**src/hw/rtl/aabb_affine_transform_defines.svh**
```systemverilog
// ----------------------------------------------------------------------------
// Assertion macros for the box transform block
// Shared checking forms used at the end of the aat_pipe module.
// ----------------------------------------------------------------------------
`ifndef AABB_AFFINE_TRANSFORM_DEFINES_SVH
`define AABB_AFFINE_TRANSFORM_DEFINES_SVH

// same-cycle implication, disabled in reset
`define AAT_ASSERT_SAME(lbl, ante, cons) \
  lbl: assert property (@(posedge clk) disable iff (!rst_n) (ante) |-> (cons)) \
    else $error("assertion failed");

// next-cycle implication, disabled in reset
`define AAT_ASSERT_NEXT(lbl, ante, cons) \
  lbl: assert property (@(posedge clk) disable iff (!rst_n) (ante) |=> (cons)) \
    else $error("assertion failed");

`endif

```
**src/hw/rtl/aat_pkg.sv**
```systemverilog
// ----------------------------------------------------------------------------
// aat_pkg
// Types and constants shared by the box transform block.
// ----------------------------------------------------------------------------
`timescale 1ns / 1ps
`default_nettype none

package aat_pkg;

  localparam int unsigned NumAxes   = 3;
  localparam int unsigned CoefW     = 16;
  localparam int unsigned CenterW   = 32;
  localparam int unsigned HalfW     = 31;
  localparam int unsigned RowW      = 48;
  localparam int unsigned CfgIdxW   = 3;
  localparam int unsigned CfgDataW  = 48;
  localparam int unsigned ProdCW    = CoefW + CenterW;  // signed coef * center
  localparam int unsigned ProdHW    = CoefW + HalfW;    // |coef| * half
  localparam int unsigned SumCW     = ProdCW + 2;
  localparam int unsigned SumHW     = ProdHW + 2;

  typedef enum logic [CfgIdxW-1:0] {
    REG_LIN_ROW0 = 3'd0,
    REG_LIN_ROW1 = 3'd1,
    REG_LIN_ROW2 = 3'd2,
    REG_TRANS_X  = 3'd3,
    REG_TRANS_Y  = 3'd4,
    REG_TRANS_Z  = 3'd5
  } reg_idx_t;

  localparam logic [RowW-1:0] LinRow0Rst = 48'h0000_0000_4000;
  localparam logic [RowW-1:0] LinRow1Rst = 48'h0000_4000_0000;
  localparam logic [RowW-1:0] LinRow2Rst = 48'h4000_0000_0000;

  typedef struct packed {
    logic [NumAxes-1:0][RowW-1:0]    rows;   // row i, column j at [16j+15:16j]
    logic [NumAxes-1:0][CenterW-1:0] trans;
  } xform_cfg_t;

endpackage

`default_nettype wire

```
**src/hw/rtl/aat_cfg_if.sv**
```systemverilog
// ----------------------------------------------------------------------------
// aat_cfg_if
// Register write channel: index and data, valid/ready.
// ----------------------------------------------------------------------------
`timescale 1ns / 1ps
`default_nettype none

interface aat_cfg_if;
  logic                          valid;
  logic                          ready;
  logic [aat_pkg::CfgIdxW-1:0]   index;
  logic [aat_pkg::CfgDataW-1:0]  data;

  modport source (output valid, index, data, input ready);
  modport sink   (input valid, index, data, output ready);
endinterface

`default_nettype wire

```
**src/hw/rtl/aat_cfg_regs.sv**
```systemverilog
// ----------------------------------------------------------------------------
// aat_cfg_regs
// Transform registers: 3x3 Q2.14 matrix rows and Q16.16 translation.
// ----------------------------------------------------------------------------
`timescale 1ns / 1ps
`default_nettype none

module aat_cfg_regs (
  input  wire logic         clk,
  input  wire logic         rst_n,
  aat_cfg_if.sink           cfg_ch,
  output aat_pkg::xform_cfg_t xform
);

  aat_pkg::xform_cfg_t cfg_r, cfg_nxt;
  logic                wr;

  assign cfg_ch.ready = 1'b1;
  assign wr           = cfg_ch.valid;
  assign xform        = cfg_r;

  always_comb begin
    cfg_nxt = cfg_r;
    if (wr) begin
      case (aat_pkg::reg_idx_t'(cfg_ch.index))
        aat_pkg::REG_LIN_ROW0: cfg_nxt.rows[0]  = cfg_ch.data;
        aat_pkg::REG_LIN_ROW1: cfg_nxt.rows[1]  = cfg_ch.data;
        aat_pkg::REG_LIN_ROW2: cfg_nxt.rows[2]  = cfg_ch.data;
        aat_pkg::REG_TRANS_X:  cfg_nxt.trans[0] = cfg_ch.data[aat_pkg::CenterW-1:0];
        aat_pkg::REG_TRANS_Y:  cfg_nxt.trans[1] = cfg_ch.data[aat_pkg::CenterW-1:0];
        aat_pkg::REG_TRANS_Z:  cfg_nxt.trans[2] = cfg_ch.data[aat_pkg::CenterW-1:0];
        default: ;  // unused indexes are dropped
      endcase
    end
  end

  always_ff @(posedge clk) begin
    if (!rst_n) begin
      cfg_r.rows[0] <= aat_pkg::LinRow0Rst;
      cfg_r.rows[1] <= aat_pkg::LinRow1Rst;
      cfg_r.rows[2] <= aat_pkg::LinRow2Rst;
      cfg_r.trans   <= '0;
    end else begin
      cfg_r <= cfg_nxt;
    end
  end

endmodule

`default_nettype wire

```
**src/flat_wrapper.sv**
```systemverilog
// flat-port wrapper written by rule: the top's interface ports become plain ports
module aat_cfg_regs_flat 
  (clk, rst_n, xform, cfg_ch_valid, cfg_ch_index, cfg_ch_data, cfg_ch_ready);
  aat_cfg_if cfg_ch_i ();
  input  wire logic clk;
  input  wire logic rst_n;
  output aat_pkg::xform_cfg_t xform;
  input wire logic [$bits(cfg_ch_i.valid)-1:0] cfg_ch_valid;
  input wire logic [$bits(cfg_ch_i.index)-1:0] cfg_ch_index;
  input wire logic [$bits(cfg_ch_i.data)-1:0] cfg_ch_data;
  output wire logic [$bits(cfg_ch_i.ready)-1:0] cfg_ch_ready;
  assign cfg_ch_i.valid = cfg_ch_valid;
  assign cfg_ch_i.index = cfg_ch_index;
  assign cfg_ch_i.data = cfg_ch_data;
  assign cfg_ch_ready = cfg_ch_i.ready;
  aat_cfg_regs u_core (.clk(clk), .rst_n(rst_n), .cfg_ch(cfg_ch_i), .xform(xform));
endmodule
```
**config.mk**
```make
export PLATFORM = sky130hd
export DESIGN_NAME = aat_cfg_regs_flat
export DESIGN_NICKNAME = d
export VERILOG_FILES = /design/src/hw/rtl/aabb_affine_transform_defines.svh /design/src/hw/rtl/aat_pkg.sv /design/src/hw/rtl/aat_cfg_if.sv /design/src/hw/rtl/aat_cfg_regs.sv /design/src/flat_wrapper.sv
export SDC_FILE = /design/constraint.sdc
export NUM_CORES = 1
export LEC_CHECK = 0
export BUFFER_PORTS_ARGS = -buffer_cell sky130_fd_sc_hd__buf_2
export CELL_PAD_IN_SITES_DETAIL_PLACEMENT = 2
export CELL_PAD_IN_SITES_GLOBAL_PLACEMENT = 2
export CORE_MARGIN = 1.5
export CORE_UTILIZATION = 30
export CTS_CLUSTER_SIZE = 20
export DETAILED_ROUTE_END_ITERATION = 8
export PLACE_DENSITY = 0.75
export SYNTH_ARGS = -nofsm -noshare
export SYNTH_HDL_FRONTEND = slang
export SYNTH_SLANG_ARGS = --single-unit
```
**constraint.sdc**
```tcl
create_clock -name clk -period 1.7 [get_ports clk]
set_input_delay 0.34 -clock clk [delete_from_list [all_inputs] [get_ports clk]]
set_output_delay 0.34 -clock clk [all_outputs]
set_load 0.02 [all_outputs]
```
==> impl.org, run 1 <==
** Run status
- Status :: finished, final reports clean

** Worst setup path
- The worst setup path is of the reg2out kind.
- Measured in cells, the most critical reg-to-reg path has a length of 2.
- For the worst setup path, the data arrival time is 1090 ps.
- Following the worst setup path forward leads to its endpoint at xform[61].
- Worst path cell trace :: buf_2
- Among cell families on the critical path, the largest total delay comes from flip-flops.
- Critical path fanouts, max :: 2
- Slowest cell on crit path :: sky130_fd_sc_hd__dfxtp_1
- Together, buffers and inverters on the worst path number 1.
- Maximum single-stage delay on the critical path :: 380 ps
- Critical Path Stages :: 1
- The worst setup path is captured at an output port.
- At the worst endpoint, the required time is ~1400 ps.
- The setup check on the worst reg-to-reg path leaves a slack of 1000 ps.
- CP startpoint kind :: flop
- In this run the critical register-to-register path is captured at u_core.xform[60]$_SDFFE_PN0P_.
- Start of the worst register-to-register path :: u_core.xform[60]$_SDFFE_PN0P_
- Launching element of the worst setup path :: u_core.xform[61]$_SDFFE_PN0P_

** Clock tree
- Clock edge transition at the registers on the reported setup and hold paths :: 60 ps
- In this run, CTS created clock tree buffers numbering 27.
- Latest clock arrival within the worst-skew pair :: 520 ps
- The clock passes through at most 3 buffers.
- Post-CTS setup repair buffer count :: 0
- Post-cts sizing count :: 0
- Clock tree from TritonCTS :: yes
- In this run the number of H-tree levels came out at 1.
- The tree built by TritonCTS fans out to 240 sinks.
- CTS hold repair buffers :: 0
- The root buffer cell chosen for the clock tree is sky130_fd_sc_hd__clkbuf_16.

** STA
- Static timing analysis puts the maximum clock frequency at between 0.7 and 0.8 GHz.
- Max Slew Vio Count :: 0
- The number of hold violations in the final report came to 0.
- Final period utilization :: between 80 and 90%
- In the post-route analysis, the smallest setup slack over all paths is 273 ps.
- Setup repair after global routing missed its margin :: false
- Setup violations remaining at the end of the flow were counted as 0.
- Setup tns final :: 0 ps
- For the final database, setup skew stands at 0 ps.
- The worst path needs 1430 ps of the cycle, external delays included.

** Route
- In this run, the number of DRC markers left after iteration 0 of detailed routing was 216.
- Post-route DRC violation count :: 0
- In the detailed route, the total length drawn on met2 is 14.2 mm.
- The detailed router put a total of 11.8 mm of wire on met1.
- Detailed Routing Iterations Pass 1 :: 4
- Top layer reached by signal wires :: met4
- The routed layout has 7,090 vias.
- The routed design uses 2.08 mm of met3 wire.
- Number of vias per cell after detailed routing :: 4.62
- Antenna-violating nets left :: 0
- Dividing the detail-routed wire length by the instance count gives 18.6 um.
- Final Routed Wirelength :: 28.6 mm

** Synthesis
- The synthesized netlist contains 13 unique library cells.
- A synthesized cell averages between 10 and 15 um2.
- Flop and latch count out of synthesis :: 240
- Syn_nets :: 894
- Fraction of the yosys area taken by sequential cells :: 55.4%
- Count of mapped cells out of synthesis :: 840
- Cell Area, Synth :: 8670 um2
- The Yosys step of the flow raised 0 warnings.

** Hold path
- The worst hold path belongs to the class in2reg.
- In this run the most critical hold path is launched from cfg_ch_data[46].

** Final layout
- Counting the fill cells in the layout gives between 3,000 and 4,000.
- Final standard cell utilization of the core :: 41.2%
- Leaving out fill and tap cells, the most frequent cell in the layout is sky130_fd_sc_hd__buf_2.
- 0 antenna diodes ended up in the layout.
- Flip-flop count of the largest register, all copies and words added :: 240
- In the final layout, the share of cells above drive strength 1 is ~33%.
- The library cells used most frequently in the layout, excluding fill and tap cells, are sky130_fd_sc_hd__buf_2 (292), sky130_fd_sc_hd__nand2_1 (285), sky130_fd_sc_hd__mux2i_1 (240), sky130_fd_sc_hd__dfxtp_1 (240), sky130_fd_sc_hd__clkbuf_16 (27).
- Layout Area Growth over Synthesis :: 35.6%
- The final layout contains 1,188 nets.

** Global route
- Antenna violations before repair :: 0
- Number of global-route vias before repair :: a little under 8,000
- First-pass GRT wire length :: 44.4 mm
- After global routing the overflow that remains totals 0.
- Overall routing resource usage :: 18.7%
- Entering global routing, the biggest net connects 55 pins.

** Floorplanning
- In this run the horizontal extent of the chip is 173 um.
- Once the floorplan was initialized, standard cells occupied 30.4% of the core.
- In this run the core area contains 62 standard-cell rows.
- CORE AREA :: 28,500 um2
- Ports placed on the boundary :: 295
- Full die area :: between 20,000 and 30,000 um2
- The floorplan step set the die height to 173 um.

** Placed design
- Half-perimeter wire length after detailed placement :: 20.2 mm
- Final weighted congestion in routability-driven placement :: 0.729
- Setup WS pre-CTS :: roughly 65 ps
- Port Buffers :: 293

** Pwr
- VDD sags by at most 601 uV.
- Dividing total power by cell area gives a power density of 1090 nW/um2.
- Leakage dissipation :: ~6.4 nW

** Job
- Max-cap violations in this run came to 0.
## cell families (layout without fill, tap and decap cells)
logic type | count (synthesis) | after routing | share of synthesized area [%]
and+or+nand+nor | 298 | 298 | 13.6
muxes | 240 | 240 | 27.7
DFF | 240 | 240 | 55.4
buffers and inverters | 61 | 370 | 3.25
other | 1 | 1 | 0.0433
## through the flow
step	total power, mW	cell area (um2)	hold WS (ps)	cells
final	12.8	11800	120	1533
after global routing	13.3	11800	119	1533
after CTS	13.0	11800	94.6	1533
after detailed placement	6.90	10800	451	1489
after global placement	6.87	10800	439	1489
after floorplan	6.46	8670	500	840
## power by group
| group | internal (mW) | total (mW) | switching [mW] |
|---|---|---|---|
| Combinational | 0.339 | 0.945 | 0.606 |
| Clock | 3.77 | 6.08 | 2.30 |
| Sequential | 5.75 | 5.82 | 0.0654 |
| Total | 9.86 | 12.8 | 2.98 |
## per-layer routing
metal	up-vias	track usage [%]
met5	-	0
met4	0	4.24
met3	32	5.80
met2	189	33.3
met1	3522	21.9
li1	3347	-
## how the worst min path moves through the flow
stage | slack, ps | depth (start not counted) | end
6_report | 120 | 3 | u_core.xform[238]$_SDFFE_PN1P_
5_1_grt | 120 | 3 | u_core.xform[137]$_SDFFE_PN0P_
4_1_cts | 90 | 3 | u_core.xform[238]$_SDFFE_PN1P_
3_5_place_dp | 450 | 2 | u_core.xform[53]$_SDFFE_PN0P_
3_3_place_gp | 440 | 2 | u_core.xform[43]$_SDFFE_PN0P_
2_1_floorplan | 500 | 2 | u_core.xform[110]$_SDFFE_PN1P_
## cell type report
type                            count  area, um2  share of cell area [%]
Timing Repair Buffer              326       1900                    16.1
Sequential cell                   240       4800                    40.9
Clock buffer                       35        776                    6.60
Multi-Input combinational cell    539       3650                    31.0
Clock inverter                      9        148                    1.26
Tap cell                          384        480                    4.09
## synthesized netlist by cell type
| library cell | number | area, um2 |
|---|---|---|
| sky130_fd_sc_hd__conb_1 | 1 | 3.75 |
| sky130_fd_sc_hd__dfxtp_1 | 240 | 4800 |
| sky130_fd_sc_hd__nand4b_1 | 2 | 17.5 |
| sky130_fd_sc_hd__nor2b_1 | 6 | 37.5 |
| sky130_fd_sc_hd__nor4bb_1 | 2 | 20.0 |
| sky130_fd_sc_hd__or4b_1 | 1 | 10.0 |
| sky130_fd_sc_hd__buf_2 | 21 | 105 |
| sky130_fd_sc_hd__nand2_1 | 285 | 1070 |
| sky130_fd_sc_hd__clkbuf_1 | 36 | 135 |
| sky130_fd_sc_hd__mux2i_1 | 240 | 2400 |
| sky130_fd_sc_hd__nand4bb_1 | 2 | 22.5 |
| sky130_fd_sc_hd__buf_6 | 3 | 33.8 |
| sky130_fd_sc_hd__buf_4 | 1 | 7.51 |
No activity file was read; power rests on OpenSTA's default activity.
==> run 2: changes to the inputs <==
Settings changed: ABC_AREA set to 1, CORE_UTILIZATION 30 to 27.
Clock period 1.7 ns to 1.4 ns, I/O delays scaled along.
==> impl.org, run 2 <==
** Run status
- Status :: finished, final reports clean

** Synthesis
- Count of mapped cells out of synthesis :: 1,372 (+63%)
- Post-synth EDFFs :: 0 (unchanged)
- The share of flip-flops with an asynchronous set or reset came to 0% (unchanged).
- Fraction of the yosys area taken by sequential cells :: 50.8% (-4.6 points)
- The count of distinct cell types in the synthesized netlist was 12 (-1).
- Most frequent cells after synthesis :: sky130_fd_sc_hd__nor2_1 (482), sky130_fd_sc_hd__nand2_1 (252), sky130_fd_sc_hd__dfxtp_1 (240), sky130_fd_sc_hd__nand3_1 (240), sky130_fd_sc_hd__buf_2 (55)
- Top FF cell, synth :: sky130_fd_sc_hd__dfxtp_1
- The total of flip-flops plus latches after synthesis is 240 (unchanged).
- The post-synthesis instance area is 9460 um2 (+9.1%).
- Share of the synthesized area in the top cell type :: 50.8% (-4.6 points)
- The mean instance size in the synthesized netlist came to 6.89 um2 (-33%).
- Top cells by area in the synthesized netlist :: sky130_fd_sc_hd__dfxtp_1 (51%), sky130_fd_sc_hd__nor2_1 (19%), sky130_fd_sc_hd__nand3_1 (13%), sky130_fd_sc_hd__nand2_1 (10%), sky130_fd_sc_hd__buf_2 (2.9%)
- sky130_fd_sc_hd__dfxtp_1 takes more of the synthesized area than any other cell.
- Number of warnings reported in the yosys synthesis log :: 0 (unchanged)
- The number of nets produced by synthesis is 1,426 (+60%).
- Most frequent cell after synthesis :: sky130_fd_sc_hd__nor2_1

** Route
- The via density per instance is 4.73 (+2.3%).
- Count of vias placed by the detailed router :: 10,000 (+41%)
- The number of optimization iterations in the first detailed-route pass was 4 (unchanged).
- The number of design-rule violations left by the first detailed-router iteration is 296 (+37%).
- The number of nets with antenna violations after routing is 0 (unchanged).
- The routed wirelength normalized by instance count was 18.8 um (+0.75%).
- The number of remaining DRC errors came to 0 (unchanged).
- The routed wire length came to 39.7 mm (+39%).

** STA
- Max Clock Freq :: approximately 0.73 GHz
- The final critical path takes up 97.7% of the cycle.
- After layout, the minimum clock period comes to approximately 1400 ps.
- The worst clock skew is 0 ps (unchanged).
- Setup repair after global routing left no endpoint under its margin.
- Setup violation total in the final timing report :: 0 (unchanged)
- The worst hold-check slack was 59.0 ps (-60.6 ps).
- The number of max-slew violations in the final report came to 0 (unchanged).
- Count of final hold-check violations :: 0 (unchanged)

** Clock tree
- H-tree depth :: 1 (unchanged)
- Clock tree from TritonCTS :: yes
- The clock-pin slew on the worst setup and hold paths was 60 ps (about the same).
- Buffer type at the clock tree root :: sky130_fd_sc_hd__clkbuf_16
- Post-CTS setup repair buffer count :: 0 (unchanged)
- The clock latency on the worst-skew pair came to 530 ps (about the same).
- Cts bufs inserted :: 29 (+7.4%)
- The count of clock tree sinks is 240 (unchanged).
- Bufs on Longest Clock Path :: 3 (unchanged)

** Worst setup path
- The cell family contributing the most delay on the critical path is flip-flops.
- CP startpoint kind :: flop
- Setup crit end kind :: output port
- The arrival time of data at the critical path endpoint was 1090 ps (about the same).
- The highest net fanout along the worst path came to 2 (unchanged).
- The critical path goes through buf_4.
- The buffering stage count on the worst path with inverters included was 1 (unchanged).
- The slowest stage of the critical path is the sky130_fd_sc_hd__dfxtp_1 cell.
- Worst Path Class, Setup :: reg2out
- Maximum single-stage delay on the critical path :: 390 ps (about the same)
- The slack of the worst reg-to-reg path was 750 ps (-250 ps).
- Required time at the worst-slack endpoint :: 1120 ps (-240 ps)

** Floorplanning
- The I/O pin total was 295 (unchanged).
- The effective utilization at floorplan came to 27.4% (-3.0 points).
- CORE AREA :: 34,500 um2 (+21%)
- Overall die height :: 190 um (+9.9%)
- The number of placement rows came to 68 (+9.7%).
- Die Wd :: 190 um (+9.9%)
- Full die area :: 36,200 um2 (+21%)

** Hold path
- The tightest min-delay check is of the in2reg type.

** Pwr
- The total power divided by cell area came to 1350 nW/um2 (+24%).
- The cell leakage power was 6.23 nW (-2.8%).
- IR Drop Worst-Case VDD :: 843 uV (+40%)

** Global route
- Global route overflow :: 0 (unchanged)
- Maximum number of pins on one net before global-route repair :: 60 (+9.1%)
- First-pass GRT wire length :: 60.6 mm (+37%)
- Number of global-route vias before repair :: 10,600 (+36%)
- The number of antenna violations at the first check in global routing was 2 (+2).
- Overall routing resource usage :: 21.5% (+2.8 points)

** Placed design
- Post-detailed-placement cell area :: 11,700 um2 (+8.3%)
- Half-perimeter wire length after detailed placement :: 26.8 mm (+33%)
- The global placer's final weighted congestion was 0.757 (+3.8%).
- The number of port buffers is 293 (unchanged).
- Placed Cells :: 2,058 (+38%)

** Final layout
- Layout Cell Area excl Fill :: 12,900 um2 (+9.5%)
- Flip-flop count of the largest register, all copies and words added :: 240 (unchanged)
- From synthesis to final layout, the design area changed by 36.0%.
- The library cell used most frequently in the layout, excluding fill and tap cells, is sky130_fd_sc_hd__nor2_1.
- The final layout net count came to 1,691 (+42%).
- The share of post-route cells with drive strength above 1 came to 24.0% (-8.6 points).
- The filler-free cell count of the finished design came to 2,115 (+38%).
- The library cells used most frequently in the layout, excluding fill and tap cells, are sky130_fd_sc_hd__nor2_1 (474), sky130_fd_sc_hd__buf_2 (268), sky130_fd_sc_hd__nand2_1 (252).

** Job
- The number of max-capacitance violations reported came to 0 (unchanged).
-- run 2: final cells by class --
type | count | area [um2]
Fill cell | 4177 | 21700
Sequential cell | 240 | 4810
Multi-Input combinational cell | 977 | 4040
Timing Repair Buffer | 335 | 2210
Clock buffer | 42 | 855
Tap cell | 455 | 569
Inverter | 54 | 203
Clock inverter | 11 | 180
Antenna cell | 1 | 2.50
-- run 2: final timing paths --
path / startpoint / end / cells after the start
worst max-delay path: u_core.xform[111]$_SDFFE_PN0P_ / xform[111] / 1
worst min-delay path: rst_n / u_core.xform[24]$_SDFFE_PN0P_ / 3
worst max register to register: u_core.xform[239]$_SDFFE_PN0P_ / u_core.xform[239]$_SDFFE_PN0P_ / 2
worst min register to register: u_core.xform[31]$_SDFFE_PN0P_ / u_core.xform[31]$_SDFFE_PN0P_ / 2
-- run 2: layer usage --
metal / vias up / GRT usage [%] / wire (um) / part of all wire, %
met5: - / 0 / 13 / 0.033
met1: 4926 / 25.2 / 16600 / 42
met4: 2 / 6.51 / 1110 / 2.8
met3: 68 / 5.09 / 2450 / 6.2
li1: 4771 / - / - / -
met2: 239 / 38.6 / 19500 / 49
-- run 2: stage by stage --
stage	TNS, ps	util [%]	worst slack, ps	total power, mW
after CTS	0	37.1	2.68	17.6
after floorplan	0	-	286	8.52
after global routing	0	37.2	0.114	18.1
after global placement	0	34.0	36.6	9.34
after detailed placement	-67.6	34.0	-18.3	9.41
final	0	37.3	31.6	17.4
-- run 2: kinds of logic (layout without fill, tap and decap cells) --
| group | after synthesis | in the layout | synth area share (%) |
|---|---|---|---|
| simple gates | 976 | 976 | 42.0 |
| other cells | 1 | 2 | 0.0396 |
| flops | 240 | 240 | 50.8 |
| buf+inv | 155 | 442 | 7.20 |
-- run 2: power breakdown --
group	leakage (nW)	internal (mW)	total (mW)	switching [mW]
clock network	0.515	5.12	8.15	3.03
registers	1.95	7.07	7.21	0.138
logic	3.77	0.666	2.06	1.39
total	6.23	12.9	17.4	4.56
-- run 2: worst min-delay path, cell delays in order --
cell and delay [ps]:
sky130_fd_sc_hd__buf_6 160, sky130_fd_sc_hd__nand2_1 90, sky130_fd_sc_hd__nor2_1 30
-- run 2: repair_timing --
action                     in CTS  in global routing
hold buffers                    3                  0
setup endpoints to repair       9                 17
pin swaps                       0                  0
resized for setup              11                 20
hold endpoints to repair        3                  0
==> run 3: changes to the inputs <==
Settings changed: CORE_UTILIZATION 27 to 24, PLACE_DENSITY 0.75 to 0.71.
Clock period 1.4 ns to 1.25 ns, I/O delays scaled along.
==> impl.org, run 3 (synthesis results as in run 2) <==
** Run status
- The flow ran to the end, but the final reports show violations.
- Violated checks :: setup timing

** Final layout
- Relative to the synthesized area, the layout overhead comes to 58.0%.
- The share of post-route cells with drive strength above 1 is 39.5% (+16 points).
- The filler-free cell count of the finished design was 2,218 (+4.9%).
- Most common cell after layout, fill and taps aside :: sky130_fd_sc_hd__nor2_1
- Number of inserted filler cells in the final layout :: 4,407 (+5.5%)
- The number of flip-flops under the largest register name was 240 (unchanged).
- Layout Cell Area excl Fill :: 14,900 um2 (+16%)
- The final layout net count was 1,732 (+2.4%).
- Commonest non-fill, non-tap cells in the layout :: sky130_fd_sc_hd__nor2_1 (474), sky130_fd_sc_hd__nand2_1 (252), sky130_fd_sc_hd__nand3_1 (240), sky130_fd_sc_hd__buf_6 (240), sky130_fd_sc_hd__dfxtp_2 (236)

** Clock tree
- Buffer type at the clock tree root :: sky130_fd_sc_hd__clkbuf_16
- The number of buffers added by the clock tree synthesis step came to 30 (+3.4%).
- The number of levels the H-tree was split into came to 1 (unchanged).
- The count of clock tree sinks is 240 (unchanged).
- Clock tree from TritonCTS :: yes
- The clock latency on the worst-skew pair came to 550 ps (+20 ps).
- Clock edge transition at the registers on the reported setup and hold paths :: 60 ps (about the same)
- Bufs on Longest Clock Path :: 3 (unchanged)

** Placed design
- Placed Cells :: 2,130 (+3.5%)
- Final weighted congestion in routability-driven placement :: 0.732 (-3.4%)
- Port Buffers :: 293 (unchanged)
- Setup WS pre-CTS :: -249 ps (-231 ps)
- Post-detailed-placement cell area :: 11,900 um2 (+1.1%)
- The detailed-placement wirelength estimate is 27.7 mm (+3.3%).

** Global route
- The wire length of the first global-routing pass was 67.7 mm (+12%).
- The number of global-route vias before repair came to 11,300 (+7.5%).
- Overall routing resource usage :: 21.2% (-0.30 points)
- The largest net degree at the start of global routing is 51 (-15%).
- The number of antenna violations at the first check in global routing was 1 (-1).
- Global route overflow :: 0 (unchanged)

** Route
- The number of optimization iterations in the first detailed-route pass was 6 (+2).
- Count of vias placed by the detailed router :: 10,300 (+3.0%)
- 1st-iter DRT viols :: 340 (+15%)
- Number of vias per cell after detailed routing :: 4.65 (-1.8%)
- Post-DR wirelength/cell :: 19.9 um (+5.9%)
- The routed wire length was 44.1 mm (+11%).
- Post-route DRC violation count :: 0 (unchanged)
- The number of nets with antenna violations after routing was 0 (unchanged).

** Floorplanning
- Floorplan row count :: 72 (+5.9%)
- Ports placed on the boundary :: 295 (unchanged)
- The area enclosed by the die boundary is 40,600 um2 (+12%).
- The effective utilization at floorplan came to 24.4% (-3.0 points).
- Die Wd :: 202 um (+6.0%)
- CORE AREA :: 38,700 um2 (+12%)
- Overall die height :: 202 um (+6.0%)

** Worst setup path
- The most critical setup path has its startpoint at u_core.xform[9]$_SDFFE_PN0P_.
- Start of the worst register-to-register path :: u_core.xform[57]$_SDFFE_PN0P_
- Worst reg2reg endpoint :: u_core.xform[57]$_SDFFE_PN0P_
- Worst path cell trace :: buf_6
- Setup crit end kind :: output port
- Worst reg-to-reg path cell count :: 4 (+2)
- Maximum single-stage delay on the critical path :: 360 ps (-30 ps)
- Critical path fanouts, max :: 2 (unchanged)
- Critical path buffers and inverters :: 1 (unchanged)
- The setup path with the least slack is of type reg2out.
- Broken down by cell family, the worst path's largest delay share belongs to flip-flops.
- CP startpoint kind :: flop
- Required time at the worst-slack endpoint :: 1000 ps (-120 ps)
- The slack of the worst reg-to-reg path was 390 ps (-360 ps).
- Critical path arrival :: 1040 ps (-50 ps)
- Slowest cell on crit path :: sky130_fd_sc_hd__dfxtp_2

** Pwr
- The maximum vdd ir drop is 780 uV (-7.5%).
- The cell leakage power was 6.71 nW (+7.7%).
- The total power divided by cell area is 1320 nW/um2 (-2.4%).

** Hold path
- The path class of the tightest hold or removal check is in2reg.
- In this run the most critical hold path is launched from cfg_ch_data[43].
- Cells on Worst Hold Path :: 5 (+2)
- Worst Hold Endpoint :: u_core.xform[187]$_SDFFE_PN0P_

** STA
- Setup tns final :: -1460 ps (-1460 ps)
- The setup-violating endpoint count in the final report is 133 (+133).
- Setup repair after global routing missed its margin :: true
- The worst clock skew was 0 ps (unchanged).
- The number of hold violations in the final report came to 0 (unchanged).
- Max Clock Freq :: around 0.78 GHz
- The number of max-slew violations in the final report is 0 (unchanged).
- The final worst setup slack is -39.0 ps (-70.6 ps).
- Subtracting the final worst setup slack from the clock period gives 1290 ps.
- Of the available clock period, the critical path in the final layout requires 103%.
- The worst hold-check slack is 73.9 ps (+14.9 ps).

** Job
- The number of max-capacitance violations reported came to 0 (unchanged).
[run 3: changes by cell type in the layout (fill, tap and decap cells not counted), sizes merged]
cell    change
bufinv      -3
buf        +44
clkinv      -3
clkbuf      +2
[run 3: layout make-up]
| class | instances | area, um2 | area share [%] |
|---|---|---|---|
| multi-input cells | 977 | 4040 | 27.1 |
| repair buffers | 375 | 3930 | 26.3 |
| clock inverters | 5 | 75.1 | 0.502 |
| diodes | 1 | 2.50 | 0.0167 |
| inverters | 54 | 203 | 1.36 |
| well taps | 518 | 648 | 4.34 |
| clock buffers | 48 | 930 | 6.22 |
| flip-flops and latches | 240 | 5110 | 34.2 |
[run 3: metrics by stage]
| step | power [mW] | utilization [%] |
|---|---|---|
| finish | 19.7 | 38.6 |
| detailed placement | 10.6 | 30.6 |
| CTS | 20.0 | 38.3 |
| global route | 20.6 | 38.6 |
| floorplan | 9.54 | - |
| global placement | 10.5 | 30.6 |
[run 3: routing by layer]
| layer | wire (um) | share of wire, % | global-route usage, % |
|---|---|---|---|
| met1 | 18500 | 42 | 25.3 |
| met4 | 667 | 1.5 | 3.94 |
| met3 | 2490 | 5.6 | 4.84 |
| met5 | 0 | 0 | 0 |
| met2 | 22500 | 51 | 38.8 |
[run 3: worst reg2reg max path, delay by kind of cell, from the launching register on]
family / cells / cell delay, ps
flops: 1 / 320
simple gates: 2 / 180
buf+inv: 2 / 250
[run 3: worst max-delay path by stage]
stage	to	slack (ps)	cells after the start
2_1_floorplan	u_core.xform[128]$_SDFFE_PN0P_	170	5
3_3_place_gp	u_core.xform[174]$_SDFFE_PN1P_	-190	7
6_report	xform[9]	-40	1
3_5_place_dp	u_core.xform[228]$_SDFFE_PN0P_	-250	7
5_1_grt	xform[51]	-70	1
4_1_cts	xform[1]	-70	1
[run 3: what timing repair did]
item | CTS | global route
pin swaps | 0 | 0
setup endpoints to repair | 240 | 240
endpoints found under the hold margin | 3 | 0
gates resized for setup | 722 | 2
buffers inserted | 16 | 15
hold buffers | 3 | 0
[run 3: report_power, final]
part | internal, mW | total, mW | switching [mW]
clock network | 5.44 | 8.85 | 3.41
registers | 7.97 | 8.18 | 0.212
logic | 1.08 | 2.71 | 1.63
